--- config.mk ---
export PLATFORM = sky130hd
export DESIGN_NAME = delta_time_event_queue_top_flat
export DESIGN_NICKNAME = d
export VERILOG_FILES = /design/src/hdl/dteq_pkg.sv /design/src/hdl/dteq_if.sv /design/src/hdl/dteq_ram.sv /design/src/hdl/dteq_ctrl.sv /design/src/hdl/dteq_datapath.sv /design/src/hdl/delta_time_event_queue_top.sv /design/src/flat_wrapper.sv
export VERILOG_INCLUDE_DIRS = /design/src /design/src/hdl
export SDC_FILE = /design/constraint.sdc
export NUM_CORES = 1
export LEC_CHECK = 0
export ABC_AREA = 0
export ABC_CLOCK_PERIOD_IN_PS = 5500
export BUFFER_PORTS_ARGS = -buffer_cell sky130_fd_sc_hd__buf_2
export CAP_MARGIN = 20
export CELL_PAD_IN_SITES_DETAIL_PLACEMENT = 2
export CELL_PAD_IN_SITES_GLOBAL_PLACEMENT = 2
export CORE_MARGIN = 3
export CORE_UTILIZATION = 44
export CTS_BUF_LIST = sky130_fd_sc_hd__clkbuf_8
export DETAILED_ROUTE_END_ITERATION = 16
export PLACE_DENSITY_LB_ADDON = 0.08
export SYNTH_ARGS = -nofsm -noshare
export SYNTH_HDL_FRONTEND = slang
export SYNTH_SLANG_ARGS = --single-unit
--- constraint.sdc ---
create_clock -name clk -period 5.5 [get_ports clk]
set_input_delay 0.825 -clock clk [delete_from_list [all_inputs] [get_ports clk]]
set_output_delay 0.825 -clock clk [all_outputs]
set_load 0.02 [all_outputs]
--- src/hdl/delta_time_event_queue_top_assert.svh ---
// Assertion macros shared by the delta time event queue modules.
// Each macro needs clk in the caller; DTEQ_ASSERT also needs rst_n.
// Defining ASSERT_OFF removes every assertion.
`ifndef DELTA_TIME_EVENT_QUEUE_TOP_ASSERT_SVH
`define DELTA_TIME_EVENT_QUEUE_TOP_ASSERT_SVH

`ifndef ASSERT_OFF
`define DTEQ_ASSERT(label, prop, msg) \
    label: assert property (@(posedge clk) disable iff (!rst_n) prop) else $error(msg);
`define DTEQ_ASSERT_ALWAYS(label, prop, msg) \
    label: assert property (@(posedge clk) prop) else $error(msg);
`else
`define DTEQ_ASSERT(label, prop, msg)
`define DTEQ_ASSERT_ALWAYS(label, prop, msg)
`endif

`endif

--- src/hdl/dteq_pkg.sv ---
// Package for the delta time event queue: opcodes, controller states and
// the command and status structs between controller and datapath.
// No dependencies.
`default_nettype none

package dteq_pkg;

    localparam int DELTA_W     = 32;
    localparam int TASK_W      = 8;
    localparam int STEP_W      = 24;
    localparam int COUNT_OUT_W = 5;

    typedef enum logic [1:0] {
        OP_INSERT  = 2'd0,
        OP_ADVANCE = 2'd1,
        OP_POP     = 2'd2,
        OP_CLEAR   = 2'd3
    } op_t;

    typedef enum logic [2:0] {
        S_IDLE,
        S_DECODE,
        S_STEP,
        S_POP_READ,
        S_POP_CHECK,
        S_WALK,
        S_TAIL,
        S_DONE
    } state_t;

    typedef struct packed {
        logic latch;
        logic clear_all;
        logic add_step;
        logic rd_front;
        logic pop_check;
        logic walk;
        logic tail;
        logic drop;
        logic load_out;
    } cmd_t;

    typedef struct packed {
        op_t  op;
        logic empty;
        logic full;
        logic walk_last;
        logic out_free;
    } status_t;

endpackage

`default_nettype wire

--- src/hdl/dteq_if.sv ---
// Valid/ready channel interfaces for the delta time event queue:
// the request channel and the result channel.
// No dependencies.
`default_nettype none

interface dteq_in_if;
    logic        valid;
    logic        ready;
    logic [1:0]  opcode;
    logic [7:0]  task_id;
    logic [31:0] delay;
    logic [23:0] time_step;

    modport source (output valid, output opcode, output task_id, output delay,
                    output time_step, input ready);
    modport sink   (input valid, input opcode, input task_id, input delay,
                    input time_step, output ready);
endinterface

interface dteq_out_if;
    logic       valid;
    logic       ready;
    logic       task_valid;
    logic [7:0] due_task;
    logic       insert_dropped;
    logic [4:0] entry_count;

    modport source (output valid, output task_valid, output due_task,
                    output insert_dropped, output entry_count, input ready);
    modport sink   (input valid, input task_valid, input due_task,
                    input insert_dropped, input entry_count, output ready);
endinterface

`default_nettype wire

--- src/hdl/dteq_ram.sv ---
// Generic simple dual-port RAM: one write port, one read port with
// registered read data. No dependencies.
`default_nettype none

module dteq_ram #(
    parameter int WIDTH = 8,
    parameter int DEPTH = 16
) (
    input  wire logic                     clk,
    input  wire logic                     we,
    input  wire logic [$clog2(DEPTH)-1:0] waddr,
    input  wire logic [WIDTH-1:0]         wdata,
    input  wire logic                     re,
    input  wire logic [$clog2(DEPTH)-1:0] raddr,
    output      logic [WIDTH-1:0]         rdata
);

    logic [WIDTH-1:0] mem [DEPTH];

    always_ff @(posedge clk)
    begin
        if (we)
        begin
            mem[waddr] <= wdata;
        end
        if (re)
        begin
            rdata <= mem[raddr];
        end
    end

endmodule

`default_nettype wire

--- src/hdl/dteq_ctrl.sv ---
// Controller state machine of the delta time event queue.
// Depends on dteq_pkg and the assertion macro header.
`default_nettype none
`include "delta_time_event_queue_top_assert.svh"

module dteq_ctrl
    import dteq_pkg::*;
(
    input  wire logic    clk,
    input  wire logic    rst_n,
    input  wire logic    in_valid,
    output      logic    in_ready,
    input  wire status_t st,
    output      cmd_t    cmd
);

    state_t state_reg;
    state_t state_next;

    always_ff @(posedge clk or negedge rst_n)
    begin
        if (!rst_n)
        begin
            state_reg <= S_IDLE;
        end
        else
        begin
            state_reg <= state_next;
        end
    end

    always_comb
    begin
        state_next = state_reg;
        cmd        = '0;
        in_ready   = 1'b0;
        unique case (state_reg)
            S_IDLE:
            begin
                in_ready = 1'b1;
                if (in_valid)
                begin
                    cmd.latch  = 1'b1;
                    state_next = S_DECODE;
                end
            end
            S_DECODE:
            begin
                unique case (st.op)
                    OP_INSERT:
                    begin
                        if (st.full)
                        begin
                            cmd.drop   = 1'b1;
                            state_next = S_DONE;
                        end
                        else if (st.empty)
                        begin
                            state_next = S_TAIL;
                        end
                        else
                        begin
                            cmd.rd_front = 1'b1;
                            state_next   = S_WALK;
                        end
                    end
                    OP_ADVANCE: state_next = S_STEP;
                    OP_POP:     state_next = S_POP_READ;
                    OP_CLEAR:
                    begin
                        cmd.clear_all = 1'b1;
                        state_next    = S_DONE;
                    end
                    default:    state_next = S_DONE;
                endcase
            end
            S_STEP:
            begin
                cmd.add_step = 1'b1;
                state_next   = S_POP_READ;
            end
            S_POP_READ:
            begin
                cmd.rd_front = 1'b1;
                state_next   = S_POP_CHECK;
            end
            S_POP_CHECK:
            begin
                cmd.pop_check = 1'b1;
                state_next    = S_DONE;
            end
            S_WALK:
            begin
                cmd.walk = 1'b1;
                if (st.walk_last)
                begin
                    state_next = S_TAIL;
                end
            end
            S_TAIL:
            begin
                cmd.tail   = 1'b1;
                state_next = S_DONE;
            end
            S_DONE:
            begin
                if (st.out_free)
                begin
                    cmd.load_out = 1'b1;
                    state_next   = S_IDLE;
                end
            end
            default: state_next = S_IDLE;
        endcase
    end

    `DTEQ_ASSERT(a_load_needs_room, cmd.load_out |-> st.out_free, "result loaded over a held beat")
    `DTEQ_ASSERT(a_accept_decodes, (in_valid && in_ready) |=> (state_reg == S_DECODE), "accepted beat not decoded")
    `DTEQ_ASSERT(a_walk_nonempty, (state_reg == S_WALK) |-> !st.empty, "walk over an empty queue")

endmodule

`default_nettype wire

--- src/hdl/dteq_datapath.sv ---
// Datapath of the delta time event queue: item registers, circular entry
// store in RAM, elapsed counter and result register.
// Depends on dteq_pkg, dteq_ram and the assertion macro header.
`default_nettype none
`include "delta_time_event_queue_top_assert.svh"

module dteq_datapath
    import dteq_pkg::*;
#(
    parameter int QUEUE_DEPTH   = 16,
    parameter int FRACTION_BITS = 8
) (
    input  wire logic                   clk,
    input  wire logic                   rst_n,
    input  wire cmd_t                   cmd,
    output      status_t                st,
    input  wire logic [1:0]             opcode,
    input  wire logic [TASK_W-1:0]      task_id,
    input  wire logic [DELTA_W-1:0]     delay,
    input  wire logic [STEP_W-1:0]      time_step,
    output      logic                   out_valid,
    input  wire logic                   out_ready,
    output      logic                   task_valid,
    output      logic [TASK_W-1:0]      due_task,
    output      logic                   insert_dropped,
    output      logic [COUNT_OUT_W-1:0] entry_count
);

    localparam int PW    = $clog2(QUEUE_DEPTH);
    localparam int CW    = $clog2(QUEUE_DEPTH + 1);
    localparam int AW    = CW + 1;
    localparam int EW    = DELTA_W + TASK_W;
    localparam int CNT_W = 32 + FRACTION_BITS;

    // Physical slot of the entry at a position counted from the front.
    function automatic logic [PW-1:0] wrap_addr(logic [PW-1:0] base, logic [CW-1:0] rel);
        logic [AW-1:0] s;
        s = AW'(base) + AW'(rel);
        if (s >= AW'(QUEUE_DEPTH))
        begin
            s = s - AW'(QUEUE_DEPTH);
        end
        return s[PW-1:0];
    endfunction

    op_t                 op_reg;
    logic [TASK_W-1:0]   id_reg;
    logic [DELTA_W-1:0]  rem_reg,     rem_next;
    logic [STEP_W-1:0]   step_reg;
    logic [CW-1:0]       count_reg,   count_next;
    logic [PW-1:0]       head_reg,    head_next;
    logic [CNT_W-1:0]    counter_reg, counter_next;
    logic [CW-1:0]       idx_reg,     idx_next;
    logic                placed_reg,  placed_next;
    logic [EW-1:0]       carry_reg,   carry_next;
    logic                res_valid_reg, res_valid_next;
    logic [TASK_W-1:0]   res_task_reg,  res_task_next;
    logic                res_drop_reg,  res_drop_next;
    logic                out_valid_reg;
    logic                out_task_valid_reg;
    logic [TASK_W-1:0]   out_task_reg;
    logic                out_drop_reg;
    logic [COUNT_OUT_W-1:0] out_count_reg;

    logic                we;
    logic [PW-1:0]       waddr;
    logic [EW-1:0]       wdata;
    logic                re;
    logic [PW-1:0]       raddr;
    logic [EW-1:0]       rdata;
    logic [DELTA_W-1:0]  rd_delta;
    logic [TASK_W-1:0]   rd_task;
    logic [CNT_W-1:0]    front;
    logic [CNT_W:0]      step_sum;
    logic                pop_hit;

    assign rd_delta = rdata[EW-1:TASK_W];
    assign rd_task  = rdata[TASK_W-1:0];
    assign front    = CNT_W'(rd_delta) << FRACTION_BITS;
    assign pop_hit  = counter_reg > front;
    assign step_sum = {1'b0, counter_reg} + (CNT_W + 1)'(step_reg);

    // During the walk the next entry is fetched while the current one is handled.
    assign re    = cmd.rd_front || cmd.walk;
    assign raddr = wrap_addr(head_reg, cmd.walk ? (idx_reg + CW'(1)) : CW'(0));

    dteq_ram #(
        .WIDTH (EW),
        .DEPTH (QUEUE_DEPTH)
    ) u_store (
        .clk   (clk),
        .we    (we),
        .waddr (waddr),
        .wdata (wdata),
        .re    (re),
        .raddr (raddr),
        .rdata (rdata)
    );

    always_comb
    begin
        rem_next       = rem_reg;
        count_next     = count_reg;
        head_next      = head_reg;
        counter_next   = counter_reg;
        idx_next       = idx_reg;
        placed_next    = placed_reg;
        carry_next     = carry_reg;
        res_valid_next = res_valid_reg;
        res_task_next  = res_task_reg;
        res_drop_next  = res_drop_reg;
        we             = 1'b0;
        waddr          = wrap_addr(head_reg, idx_reg);
        wdata          = carry_reg;

        if (cmd.latch)
        begin
            rem_next       = delay;
            idx_next       = '0;
            placed_next    = 1'b0;
            res_valid_next = 1'b0;
            res_task_next  = '0;
            res_drop_next  = 1'b0;
        end

        if (cmd.clear_all)
        begin
            count_next   = '0;
            head_next    = '0;
            counter_next = '0;
        end

        if (cmd.drop)
        begin
            res_drop_next = 1'b1;
        end

        if (cmd.add_step)
        begin
            counter_next = step_sum[CNT_W] ? {CNT_W{1'b1}} : step_sum[CNT_W-1:0];
        end

        if (cmd.pop_check)
        begin
            if (count_reg == '0)
            begin
                counter_next = '0;
            end
            else if (pop_hit)
            begin
                counter_next   = counter_reg - front;
                res_valid_next = 1'b1;
                res_task_next  = rd_task;
                head_next      = wrap_addr(head_reg, CW'(1));
                count_next     = count_reg - CW'(1);
            end
        end

        if (cmd.walk)
        begin
            idx_next = idx_reg + CW'(1);
            if (!placed_reg)
            begin
                if (rem_reg > rd_delta)
                begin
                    rem_next = rem_reg - rd_delta;
                end
                else
                begin
                    // New entry takes this slot; the old entry moves back one.
                    we          = 1'b1;
                    wdata       = {rem_reg, id_reg};
                    carry_next  = {rd_delta - rem_reg, rd_task};
                    placed_next = 1'b1;
                end
            end
            else
            begin
                we         = 1'b1;
                wdata      = carry_reg;
                carry_next = rdata;
            end
        end

        if (cmd.tail)
        begin
            we         = 1'b1;
            waddr      = wrap_addr(head_reg, count_reg);
            wdata      = placed_reg ? carry_reg : {rem_reg, id_reg};
            count_next = count_reg + CW'(1);
        end
    end

    always_ff @(posedge clk or negedge rst_n)
    begin
        if (!rst_n)
        begin
            count_reg     <= '0;
            head_reg      <= '0;
            counter_reg   <= '0;
            idx_reg       <= '0;
            placed_reg    <= 1'b0;
            out_valid_reg <= 1'b0;
        end
        else
        begin
            count_reg   <= count_next;
            head_reg    <= head_next;
            counter_reg <= counter_next;
            idx_reg     <= idx_next;
            placed_reg  <= placed_next;
            if (cmd.load_out)
            begin
                out_valid_reg <= 1'b1;
            end
            else if (out_ready)
            begin
                out_valid_reg <= 1'b0;
            end
        end
    end

    always_ff @(posedge clk)
    begin
        if (cmd.latch)
        begin
            op_reg   <= op_t'(opcode);
            id_reg   <= task_id;
            step_reg <= time_step;
        end
        rem_reg       <= rem_next;
        carry_reg     <= carry_next;
        res_valid_reg <= res_valid_next;
        res_task_reg  <= res_task_next;
        res_drop_reg  <= res_drop_next;
        if (cmd.load_out)
        begin
            out_task_valid_reg <= res_valid_reg;
            out_task_reg       <= res_task_reg;
            out_drop_reg       <= res_drop_reg;
            out_count_reg      <= COUNT_OUT_W'(count_reg);
        end
    end

    assign st.op        = op_reg;
    assign st.empty     = (count_reg == '0);
    assign st.full      = (count_reg >= CW'(QUEUE_DEPTH));
    assign st.walk_last = ((idx_reg + CW'(1)) == count_reg);
    assign st.out_free  = !out_valid_reg || out_ready;

    assign out_valid      = out_valid_reg;
    assign task_valid     = out_task_valid_reg;
    assign due_task       = out_task_reg;
    assign insert_dropped = out_drop_reg;
    assign entry_count    = out_count_reg;

    `DTEQ_ASSERT_ALWAYS(a_count_bound, count_reg <= CW'(QUEUE_DEPTH), "entry count above depth")
    `DTEQ_ASSERT(a_pop_shrinks, (cmd.pop_check && pop_hit && !st.empty) |=> (count_reg == $past(count_reg) - CW'(1)), "pop did not remove an entry")
    `DTEQ_ASSERT(a_walk_in_range, cmd.walk |-> (idx_reg < count_reg), "walk index past the last entry")

endmodule

`default_nettype wire

--- src/hdl/delta_time_event_queue_top.sv ---
// Top level of the delta time event queue: controller, datapath and the
// request and result channels. Depends on dteq_pkg, dteq_if, dteq_ctrl,
// dteq_datapath and dteq_ram.
//
// Usage: each request beat on req carries an opcode (insert, advance then
// pop, pop only, clear) with task_id, delay and time_step; every request
// produces exactly one result beat on rsp with task_valid, due_task,
// insert_dropped and entry_count. Entries are kept as a delta list in a
// circular RAM; pops move the head pointer, inserts ripple the entries
// behind the insertion point back by one slot during a single forward walk.
// Each request is decoded; a pop reads and checks the front entry, an
// advance adds the time step first, a clear or dropped insert ends there,
// and an insert walks the entries and writes the tail slot; the RAM read
// port, one entry per cycle, sets the insert time. The next request is
// accepted in the cycle after the result is loaded. Reset empties the queue
// and clears the elapsed counter and output valid flag; no RAM clearing is
// needed. A stalled result stays in the output register; the next request
// is still accepted and worked on, waiting only to load its own result.
`default_nettype none

module delta_time_event_queue_top
    import dteq_pkg::*;
#(
    parameter int QUEUE_DEPTH   = 16,
    parameter int FRACTION_BITS = 8
) (
    input  wire logic   clk,
    input  wire logic   rst_n,
    dteq_in_if.sink     req,
    dteq_out_if.source  rsp
);

    cmd_t    cmd;
    status_t st;

    dteq_ctrl u_ctrl (
        .clk      (clk),
        .rst_n    (rst_n),
        .in_valid (req.valid),
        .in_ready (req.ready),
        .st       (st),
        .cmd      (cmd)
    );

    dteq_datapath #(
        .QUEUE_DEPTH   (QUEUE_DEPTH),
        .FRACTION_BITS (FRACTION_BITS)
    ) u_datapath (
        .clk            (clk),
        .rst_n          (rst_n),
        .cmd            (cmd),
        .st             (st),
        .opcode         (req.opcode),
        .task_id        (req.task_id),
        .delay          (req.delay),
        .time_step      (req.time_step),
        .out_valid      (rsp.valid),
        .out_ready      (rsp.ready),
        .task_valid     (rsp.task_valid),
        .due_task       (rsp.due_task),
        .insert_dropped (rsp.insert_dropped),
        .entry_count    (rsp.entry_count)
    );

endmodule

`default_nettype wire
--- src/flat_wrapper.sv ---
// flat-port wrapper written by rule: the top's interface ports become plain ports
module delta_time_event_queue_top_flat import dteq_pkg::*;
#(
    parameter int QUEUE_DEPTH   = 16,
    parameter int FRACTION_BITS = 8
)
  (clk, rst_n, req_valid, req_opcode, req_task_id, req_delay, req_time_step, req_ready, rsp_valid, rsp_task_valid, rsp_due_task, rsp_insert_dropped, rsp_entry_count, rsp_ready);
  dteq_in_if req_i ();
  dteq_out_if rsp_i ();
  input  wire logic clk;
  input  wire logic rst_n;
  input wire logic [$bits(req_i.valid)-1:0] req_valid;
  input wire logic [$bits(req_i.opcode)-1:0] req_opcode;
  input wire logic [$bits(req_i.task_id)-1:0] req_task_id;
  input wire logic [$bits(req_i.delay)-1:0] req_delay;
  input wire logic [$bits(req_i.time_step)-1:0] req_time_step;
  output wire logic [$bits(req_i.ready)-1:0] req_ready;
  output wire logic [$bits(rsp_i.valid)-1:0] rsp_valid;
  output wire logic [$bits(rsp_i.task_valid)-1:0] rsp_task_valid;
  output wire logic [$bits(rsp_i.due_task)-1:0] rsp_due_task;
  output wire logic [$bits(rsp_i.insert_dropped)-1:0] rsp_insert_dropped;
  output wire logic [$bits(rsp_i.entry_count)-1:0] rsp_entry_count;
  input wire logic [$bits(rsp_i.ready)-1:0] rsp_ready;
  assign req_i.valid = req_valid;
  assign req_i.opcode = req_opcode;
  assign req_i.task_id = req_task_id;
  assign req_i.delay = req_delay;
  assign req_i.time_step = req_time_step;
  assign req_ready = req_i.ready;
  assign rsp_valid = rsp_i.valid;
  assign rsp_task_valid = rsp_i.task_valid;
  assign rsp_due_task = rsp_i.due_task;
  assign rsp_insert_dropped = rsp_i.insert_dropped;
  assign rsp_entry_count = rsp_i.entry_count;
  assign rsp_i.ready = rsp_ready;
  delta_time_event_queue_top #(.QUEUE_DEPTH(QUEUE_DEPTH), .FRACTION_BITS(FRACTION_BITS)) u_core (.clk(clk), .rst_n(rst_n), .req(req_i), .rsp(rsp_i));
endmodule
=== Word level (Yosys, flattened, before mapping) ===
Memories as Yosys holds them, arrays and structs flattened. A register that Yosys moved wholly into a read port is not among the register bits.
Index checks and enable logic that the tools add are counted.

* Register bits: 190
* RAM bits: 640
* Input bits: 70
* Output and inout port bits: 17
* Logic and storage cells: 147
* Memories: 1

* Add/subtract/negate cells: 15
* $lt $le $gt $ge: 7
* Eq/ne operators: 15
* Multiplexer cells: 79
* Reductions and logical operators: 11

{| class="wikitable"
|+ Memories
! memory !! depth !! bits a word !! rd ports !! clocked after Yosys merged registers in !! wr ports !! RTL line !! text
|-
| u_core.u_datapath.u_store.mem || 16 || 40 || 1 || 1 || 1 || dteq_ram.sv:18 || <nowiki>logic [WIDTH-1:0] mem [DEPTH];</nowiki>
|}

{| class="wikitable"
|+ Operators with widths
! cell !! number
|-
| 2-to-1 mux 40 bit || 13
|-
| 2-to-1 mux 32 bit || 4
|-
| subtractor 32 bit || 2
|-
| adder 40 x 24 -> 41 bit || 1
|-
| greater-than comparator 40 bit || 1
|-
| 2-to-1 mux 5 bit || 8
|-
| subtractor 40 bit || 1
|-
| 2-to-1 mux 4 bit || 9
|-
| 2-to-1 mux 1 bit || 33
|-
| greater-than comparator 32 bit || 1
|-
| 2-to-1 mux 8 bit || 4
|-
| one-hot mux 3 bit (7 select lines) || 1
|-
| adder 4 x 5 -> 6 bit || 3
|-
| greater-or-equal comparator 6 x 5 -> 1 bit (second input constant) || 3
|-
| subtractor 4 x 1 -> 4 bit (second input constant) || 4
|-
| == test 3 bit (second input constant) || 4
|-
| one-hot mux 3 bit (4 select lines) || 1
|-
| adder 5 x 1 -> 5 bit (second input constant) || 2
|-
| greater-or-equal comparator 5 bit (second input constant) || 2
|-
| 2-to-1 mux 3 bit || 3
|-
| == test 3 x 2 -> 1 bit (second input constant) || 2
|-
| adder 4 x 1 -> 5 bit (second input constant) || 1
|-
| == test 5 bit || 1
|-
| logical NOT 5 bit || 1
|-
| 16 further kinds || 22
|}

=== Longest topological paths before layout ===
Gate-level depths: netlist of the first run.

* Word-level depth: 8
* Depth in mapped cells: 14

=== Cells and area by module ===
Synthesis of the first run repeated with hierarchy kept, for this count alone.

* Cells, all modules: 2717
* Area, all modules: 40426.3 sq um

{| class="wikitable"
|+ Modules (own cells, without submodules)
! module !! times used !! cells each !! area each (sq um)
|-
| dteq_ram || 1 || 1040 || 25532.0
|-
| dteq_datapath || 1 || 1639 || 14579.0
|-
| dteq_ctrl || 1 || 38 || 315.3
|}

=== Worst setup path after synthesis of the first run ===
Ideal clock, no wire load.

* Path type: reg-to-reg
* Start point: reg u_core.u_ctrl.state_reg[1]
* End point: mem u_core.u_datapath.u_store.mem[1][0] (netlist name), enable pin
* Setup time: 0.487 ns
* Data arrival time: 5.159 ns
* Slack: -0.146 ns
* Cell stages (with the launch flop): 13
* Clock period less this slack: 5.646 ns
* Path through: dfrtp_1 clkbuf_1 nand3b_1 clkbuf_1 o21ai_0 ha_1 a21o_1 a21oi_1 xnor2_1 xor2_1 a21bo_2 clkbuf_1 nor3_1

* Cells in the longest elaborated chain, start to end: 6
* Elaborated cells between the ends (all ways): 9
* Those cells by class: eq/ne (2); mux (7)

{| class="wikitable"
|+ Ends and longest elaborated chain
! what !! RTL line !! text
|-
| start: declaration || dteq_ctrl.sv:17 || <nowiki>state_t state_reg;</nowiki>
|-
| start signal: assignment || dteq_ctrl.sv:28 || <nowiki>state_reg <= state_next;</nowiki>
|-
| == test 3 bit || dteq_ctrl.sv:37 || <nowiki>unique case (state_reg)</nowiki>
|-
| 2-to-1 mux 1 bit || dteq_ctrl.sv:37 ||
|-
| 2-to-1 mux 1 bit || dteq_datapath.sv:159 || <nowiki>if (cmd.walk)</nowiki>
|-
| 2-to-1 mux 1 bit || dteq_datapath.sv:185 || <nowiki>if (cmd.tail)</nowiki>
|-
| 2-to-1 mux 1 bit || dteq_ram.sv:22 || <nowiki>if (we)</nowiki>
|-
| 2-to-1 mux 1 bit (implied by the code) || dteq_ram.sv:24 || <nowiki>mem[waddr] <= wdata;</nowiki>
|-
| end: declaration || dteq_ram.sv:18 ||
|}

Several ways; a longest one is shown, not always the timed one.

=== Worst setup path after layout of the first run ===
* Start point: reg u_core.u_ctrl.state_reg[1]
* End point: mem u_core.u_datapath.u_store.mem[7][3] (netlist name), enable pin

Same word-level chain as after synthesis.

==> results of run 1 <==
-- power by group through the flow --
stage | logic [W] | registers [W] | clock network, W
after floorplan | 0.00883 | 0.0101 | 0
after global placement | 0.0125 | 0.0103 | 0
after detailed placement | 0.0131 | 0.0105 | 0
after CTS | 0.0132 | 0.0104 | 0.00592
after global routing | 0.0144 | 0.0105 | 0.00621
final | 0.0132 | 0.0104 | 0.00575
-- how the worst min path moves through the flow --
stage / slack [ps] / endpoint / startpoint / cells past startpoint
after floorplan: 410 / u_core.u_datapath.due_task[0] / u_core.u_datapath.res_task_reg[0] / 0
after global placement: 410 / u_core.u_datapath.due_task[0] / u_core.u_datapath.res_task_reg[0] / 0
after detailed placement: 420 / u_core.u_datapath.task_valid / u_core.u_datapath.res_valid_reg / 0
after CTS: 70 / u_core.u_datapath.id_reg[3] / req_task_id[3] / 1
after global routing: 90 / u_core.u_datapath.id_reg[3] / req_task_id[3] / 1
final: 140 / u_core.u_datapath.id_reg[3] / req_task_id[3] / 1
-- area by class of cell --
cell class	instances	area, um^2
antenna	1	2.50
fill	8354	45000
clock buffer	157	2160
inverter	111	419
timing repair buffer	138	1130
multi-input combinational	1582	14100
tap	1176	1470
sequential	870	25400
clock inverter	121	706
-- per-layer routing --
layer	global-route usage (%)	vias to the layer above
met5	0	-
met4	8.84	2
met3	5.35	226
met2	46.7	902
met1	37.4	13256
li1	-	10833
-- layout by cell type (no fill, tap or decap), drive strengths merged, types with 16 or more instances in the layout --
master,instances
o21bai,27
and3,23
mux2,40
inv,170
clkbuf,157
nand3,42
dfrtp,59
o21ai,104
nor2,153
xor2,40
mux4,200
clkinv,57
dfxtp,42
nor3,29
o32ai,16
a21oi,155
a31oi,47
nand2,176
o21a,18
ha,132
a21o,68
xnor2,84
buf,138
mux2i,19
edfxtp,769
nand4,28
-- worst reg2reg max path: cells and delay by family, from the launching register on --
kind | cells | cell delay, ps
AOI/OAI and AO/OA | 1 | 500
xor gates and xnor gates | 1 | 560
adders and majority gates | 2 | 660
buffers and inverters | 2 | 790
DFF | 1 | 650
and+or+nand+nor | 3 | 1050
-- per-stage QoR --
stage	power (W)	worst slack (ps)	TNS (ps)	util, %
after floorplan	0.0189	-146	-11670	-
after global placement	0.0228	1020	0	47.1
after detailed placement	0.0235	823	0	47.1
after CTS	0.0295	758	0	50.2
after global routing	0.0311	566	0	50.2
final	0.0293	780	0	50.2
-- cells by family after synthesis --
logic type,Yosys count
adder cells (fa/ha/maj),138
XOR/XNOR,124
AO/OA/AOI/OAI,535
multiplexers,259
buffers and inverters,241
AND/OR/NAND/NOR,526
flip-flops,870
==> impl_metrics.env, run 1 <==
export IMPL_ys_types=87
export IMPL_timing_critical_path_buf_inv=2
export IMPL_grt_max_degree=68
export IMPL_highest_layer="met5"
export IMPL_slowest_stage="buf_4"
export IMPL_ir_drop_v=0.000326
export IMPL_cts_buffers=152
export IMPL_area_growth_pct=12.7
export IMPL_crit_type="reg2reg"
export IMPL_synth_most_common_cell="edfxtp_1"
export IMPL_dp_hpwl_um=84700
export IMPL_synth_xor_area_share_pct=2.69
export IMPL_power_switching_w=0.0121
export IMPL_synth_top_cell_area_share_pct=57.3
export IMPL_wl_met2_um=64700
export IMPL_grt_first_pass_wirelength_um=194000
export IMPL_final_setup_viol_count=0
export IMPL_num_vias=25219
export IMPL_seqPwrFrac_pct=35.3
export IMPL_regToRegSetupSlack_ps=780
export IMPL_postCtsHoldBufs=0
export IMPL_die_y_um=309
export IMPL_wl_um=131000
export IMPL_synth_compound_area_share_pct=8.68
export IMPL_wl_met3_um=8050
export IMPL_cellLeakagePower_nw=16.4
export IMPL_wl_per_cell_um=31.6
export IMPL_grt_pass1_vias=27850
export IMPL_gp_congestion=0.868
export IMPL_hold_viol=0
export IMPL_drt_met1_wl_um=54900
export IMPL_synth_common_cells="769 x edfxtp_1, 200 x mux4_2, 176 x nand2_1"
export IMPL_core_area_um2=90400
export IMPL_drc=0
export IMPL_synth_area_top_cells="edfxtp_1 57%, mux4_2 11%, ha_1 4.1%"
export IMPL_outcome="finished clean"
export IMPL_dieArea_um2=95300
export IMPL_num_rows=110
export IMPL_pwr_share_comb_pct=45.0
export IMPL_fmax_mhz=212
export IMPL_ys_seq_area_share_pct=63.0
export IMPL_first_pass_iters=5
export IMPL_track_usage_pct=28.0
export IMPL_place_area_um2=42500
export IMPL_antenna_found_initial=8
export IMPL_cap_viol_max_count=0
export IMPL_syn_nets=2901
export IMPL_min_period_over_period_pct=85.8
export IMPL_tightest_slew_ps=1250
export IMPL_yosys_area_top_type="edfxtp_1"
export IMPL_grt_ovfl_total=0
export IMPL_max_slew_margin_rel_pct=14.6
export IMPL_synth_top_family_by_area="multiplexers"
export IMPL_r2r_cells=9
export IMPL_intPower_w=0.0172
export IMPL_crit_cells=9
export IMPL_syn_area_um2=40300
export IMPL_layout_nets=3063
export IMPL_clkPwrFrac_pct=19.6
export IMPL_dp_cells=3876
export IMPL_layout_drive_gt1_share_pct=20.9
export IMPL_cp_start_kind="flip-flop"
export IMPL_synth_seq_cells=870
export IMPL_p_per_area_nw_per_um2=645
export IMPL_hold_path_class="in2reg"
export IMPL_stdcell_count=4156
export IMPL_swShare_pct=41.3
export IMPL_slew_viol_final=0
export IMPL_crit_required_ps=5930
export IMPL_ioPinCount=87
export IMPL_skew_ps=57.5
export IMPL_r2r_end="u_core.u_datapath.u_store.mem[7][3]"
export IMPL_cp_endpoint="u_core.u_datapath.u_store.mem[7][3]"
export IMPL_finalInstanceArea_um2=45400
export IMPL_clock_sinks=870
export IMPL_cts_tree="built"
export IMPL_cts_path_max_buffers=3
export IMPL_critical_path_cell_chain="nand3b_1 -> o21ai_0 -> ha_1 -> inv_1 -> fa_1 -> xnor2_1 -> nand2_1 -> nor2_4 -> buf_4"
export IMPL_final_antenna_net_count=0
export IMPL_drtIter0Drc=2442
export IMPL_rr_startpoint="u_core.u_ctrl.state_reg[1]"
export IMPL_syn_area_per_cell_um2=15.0
export IMPL_fin_crit_ps=4720
export IMPL_worst_setup_path_end_kind="flip-flop"
export IMPL_cp_top_family="simple AND/OR/NAND/NOR gates"
export IMPL_clk_pin_slew_ps=70
export IMPL_largest_reg_flops=640
export IMPL_slowest_delay_ps=730
export IMPL_die_w_um=309
export IMPL_synth_edf_count=769
export IMPL_h_tree_depth=4
export IMPL_synth_fa_ha_area_share_pct=4.39
export IMPL_insertion_delay_ps=860
export IMPL_rsz0062_at_grt="false"
export IMPL_vias_per_cell=6.07
export IMPL_largest_register="u_core.u_datapath.u_store.mem"
export IMPL_synth_simple_area_share_pct=6.08
export IMPL_cp_data_arrival_time_ps=5150
export IMPL_port_buffers=86
export IMPL_yosysWarnings=0
export IMPL_synthCells=2693
export IMPL_crit_path_start="u_core.u_ctrl.state_reg[1]"
export IMPL_ys_flop_type="edfxtp_1"
export IMPL_cts_resized=0
export IMPL_cts_setup_buffers=0
export IMPL_clockRootBuffer="clkbuf_8"
export IMPL_initial_core_util_pct=44.6
export IMPL_hold_slack_ps=142
export IMPL_crit_fanout=40
export IMPL_muxShareOfSynthArea_pct=12.8
export IMPL_async_reset_ff_share_pct=6.78
Power figures use the tool's default switching activity.
==> inputs of run 2 (changes only) <==
--- a/config.mk
+++ b/config.mk
@@ -13,10 +13,10 @@
 export CELL_PAD_IN_SITES_DETAIL_PLACEMENT = 2
 export CELL_PAD_IN_SITES_GLOBAL_PLACEMENT = 2
 export CORE_MARGIN = 3
-export CORE_UTILIZATION = 44
-export CTS_BUF_LIST = sky130_fd_sc_hd__clkbuf_8
+export CORE_UTILIZATION = 42
 export DETAILED_ROUTE_END_ITERATION = 16
 export PLACE_DENSITY_LB_ADDON = 0.08
+export SKIP_CTS_REPAIR_TIMING = 1
 export SYNTH_ARGS = -nofsm -noshare
 export SYNTH_HDL_FRONTEND = slang
 export SYNTH_SLANG_ARGS = --single-unit
==> run 2 against run 1 <==
Core utilization fell by 2.0 points. Highest routed layer is now met4. Final area rose by 1.0%. Clock skew fell by 27 ps. Critical endpoint is now u_core.u_datapath.u_store.mem[8][21]. Global-route usage fell by 0.45 points. Sequential share of layout area fell by 0.57 points. Hold slack improved by 190 ps. Maximum frequency rose by 2.0%. Sequential cell count did not move. Critical path depth rose by 3. Register-to-register slack improved by 90 ps. Non-clock buffer count rose by 14.
==> impl_metrics.env, run 2 (same netlist as run 1, synthesis figures left out) <==
export IMPL_gp_congestion=0.831
export IMPL_port_buffers=86
export IMPL_final_setup_viol_count=0
export IMPL_cp_start_kind="flip-flop"
export IMPL_cpMostUsedCell="nor2_1"
export IMPL_critical_path_cell_chain="inv_1 -> ha_1 -> nand4_1 -> nor2_1 -> nand3_1 -> nand2_1 -> o22ai_1 -> nor2_1 -> o21ai_1 -> a21o_1 -> nor2_4 -> buf_12"
export IMPL_cellLeakagePower_nw=16.3
export IMPL_cp_top_family="simple AND/OR/NAND/NOR gates"
export IMPL_slew_viol_final=0
export IMPL_p_per_area_nw_per_um2=660
export IMPL_cts_path_max_buffers=3
export IMPL_min_period_over_period_pct=84.2
export IMPL_slowest_stage="ha_1"
export IMPL_vias_per_cell=5.98
export IMPL_insertion_delay_ps=680
export IMPL_dp_cells=3979
export IMPL_crit_fanout=33
export IMPL_fmax_mhz=216
export IMPL_final_antenna_net_count=0
export IMPL_cap_viol_max_count=0
export IMPL_grt_first_pass_wirelength_um=199000
export IMPL_die_y_um=316
export IMPL_max_slew_margin_rel_pct=17.3
export IMPL_wl_per_cell_um=32.6
export IMPL_largest_register="u_core.u_datapath.u_store.mem"
export IMPL_antenna_found_initial=0
export IMPL_cp_data_arrival_time_ps=4960
export IMPL_drtIter0Drc=2219
export IMPL_first_pass_iters=5
export IMPL_timing_critical_path_buf_inv=2
export IMPL_largest_reg_flops=640
export IMPL_rsz0062_at_grt="false"
export IMPL_crit_required_ps=5830
export IMPL_die_w_um=316
export IMPL_drc=0
export IMPL_hold_viol=0
export IMPL_skew_ps=30.5
export IMPL_num_rows=113
export IMPL_clock_sinks=870
export IMPL_tightest_slew_ps=1240
export IMPL_dp_hpwl_um=88400
export IMPL_wl_um=136000
export IMPL_worst_setup_path_end_kind="flip-flop"
export IMPL_fin_crit_ps=4630
export IMPL_cts_tree="built"
export IMPL_dieArea_um2=99800
export IMPL_area_growth_pct=13.8
export IMPL_clockRootBuffer="clkbuf_16"
export IMPL_grt_ovfl_total=0
export IMPL_grt_max_degree=69
export IMPL_layout_nets=3020
export IMPL_grt_pass1_vias=27288
export IMPL_crit_type="reg2reg"
export IMPL_num_vias=24878
export IMPL_core_area_um2=95200
export IMPL_ioPinCount=87
export IMPL_cts_buffers=95
export IMPL_slowest_delay_ps=590
export IMPL_final_common_cell="edfxtp_1"
export IMPL_hold_path_class="in2async"
export IMPL_h_tree_depth=3
export IMPL_final_cell_mix="769 x edfxtp_1, 200 x mux4_2, 174 x nand2_1, 153 x a21oi_1, 140 x nor2_1"
export IMPL_clk_pin_slew_ps=60
export IMPL_initial_core_util_pct=42.4
export IMPL_outcome="finished clean"
export IMPL_layout_drive_gt1_share_pct=20.0
export IMPL_hold_slack_ps=327
export IMPL_track_usage_pct=27.6
export IMPL_fillers=8850
export IMPL_stdcell_count=4157
export IMPL_ir_drop_v=0.000367
-- run 2: cell count changes in the layout (fill, tap and decap cells not counted), sizes merged --
cell      previous run  this run
inv                170       113
clkbuf             157       130
clkinv              57        33
buf                138       152
bufinv               3         8
clkinvlp             2         3
-- run 2: report_power, final --
part | internal, W | switching, W | total (W)
clock network | 0.00374 | 0.00275 | 0.00649
registers | 0.00953 | 0.000887 | 0.0104
logic | 0.00488 | 0.00852 | 0.0134
-- run 2: routing by layer --
metal  up-vias  wire length, um  GRT usage [%]
met2       668            67900           46.9
met3       179             5920           3.49
li1      10700                -              -
met1     13331            58000           37.4
met4         0             3740           7.58
met5         -                0              0
-- run 2: area by class of cell --
class / count / area (um^2) / share of cell area (%)
sequential: 870 / 25400 / 55.4
multi-input combinational: 1582 / 14100 / 30.8
clock buffer: 130 / 2650 / 5.78
tap: 1265 / 1580 / 3.45
timing repair buffer: 152 / 1250 / 2.73
clock inverter: 46 / 447 / 0.973
inverter: 111 / 419 / 0.913
antenna: 1 / 2.50 / 0.00545
-- run 2: through the flow --
step	utilization [%]	TNS [ps]	total power, W	area, um^2	setup slack (ps)
after floorplan	-	-11670	0.0189	40300	-146
after global placement	44.9	0	0.0232	42800	1040
after detailed placement	45.0	0	0.0238	42800	992
after CTS	48.2	0	0.0305	45900	913
after global routing	48.2	0	0.0319	45900	740
final	48.2	0	0.0303	45900	871
-- run 2: worst paths after layout --
path / startpoint / to / slack [ps] / depth (start not counted)
min in group clk: req_time_step[4] / u_core.u_datapath.step_reg[4] / 330 / 1
max reg2reg: u_core.u_datapath.rem_reg[26] / u_core.u_datapath.u_store.mem[8][21] / 870 / 12
min: rst_n / u_core.u_datapath.counter_reg[19] / 330 / 2
max: u_core.u_datapath.rem_reg[26] / u_core.u_datapath.u_store.mem[8][21] / 870 / 12
min reg2reg: u_core.u_datapath.res_task_reg[1] / u_core.u_datapath.due_task[1] / 430 / 0
max in group asynchronous: rst_n / u_core.u_datapath.placed_reg / 4530 / 2
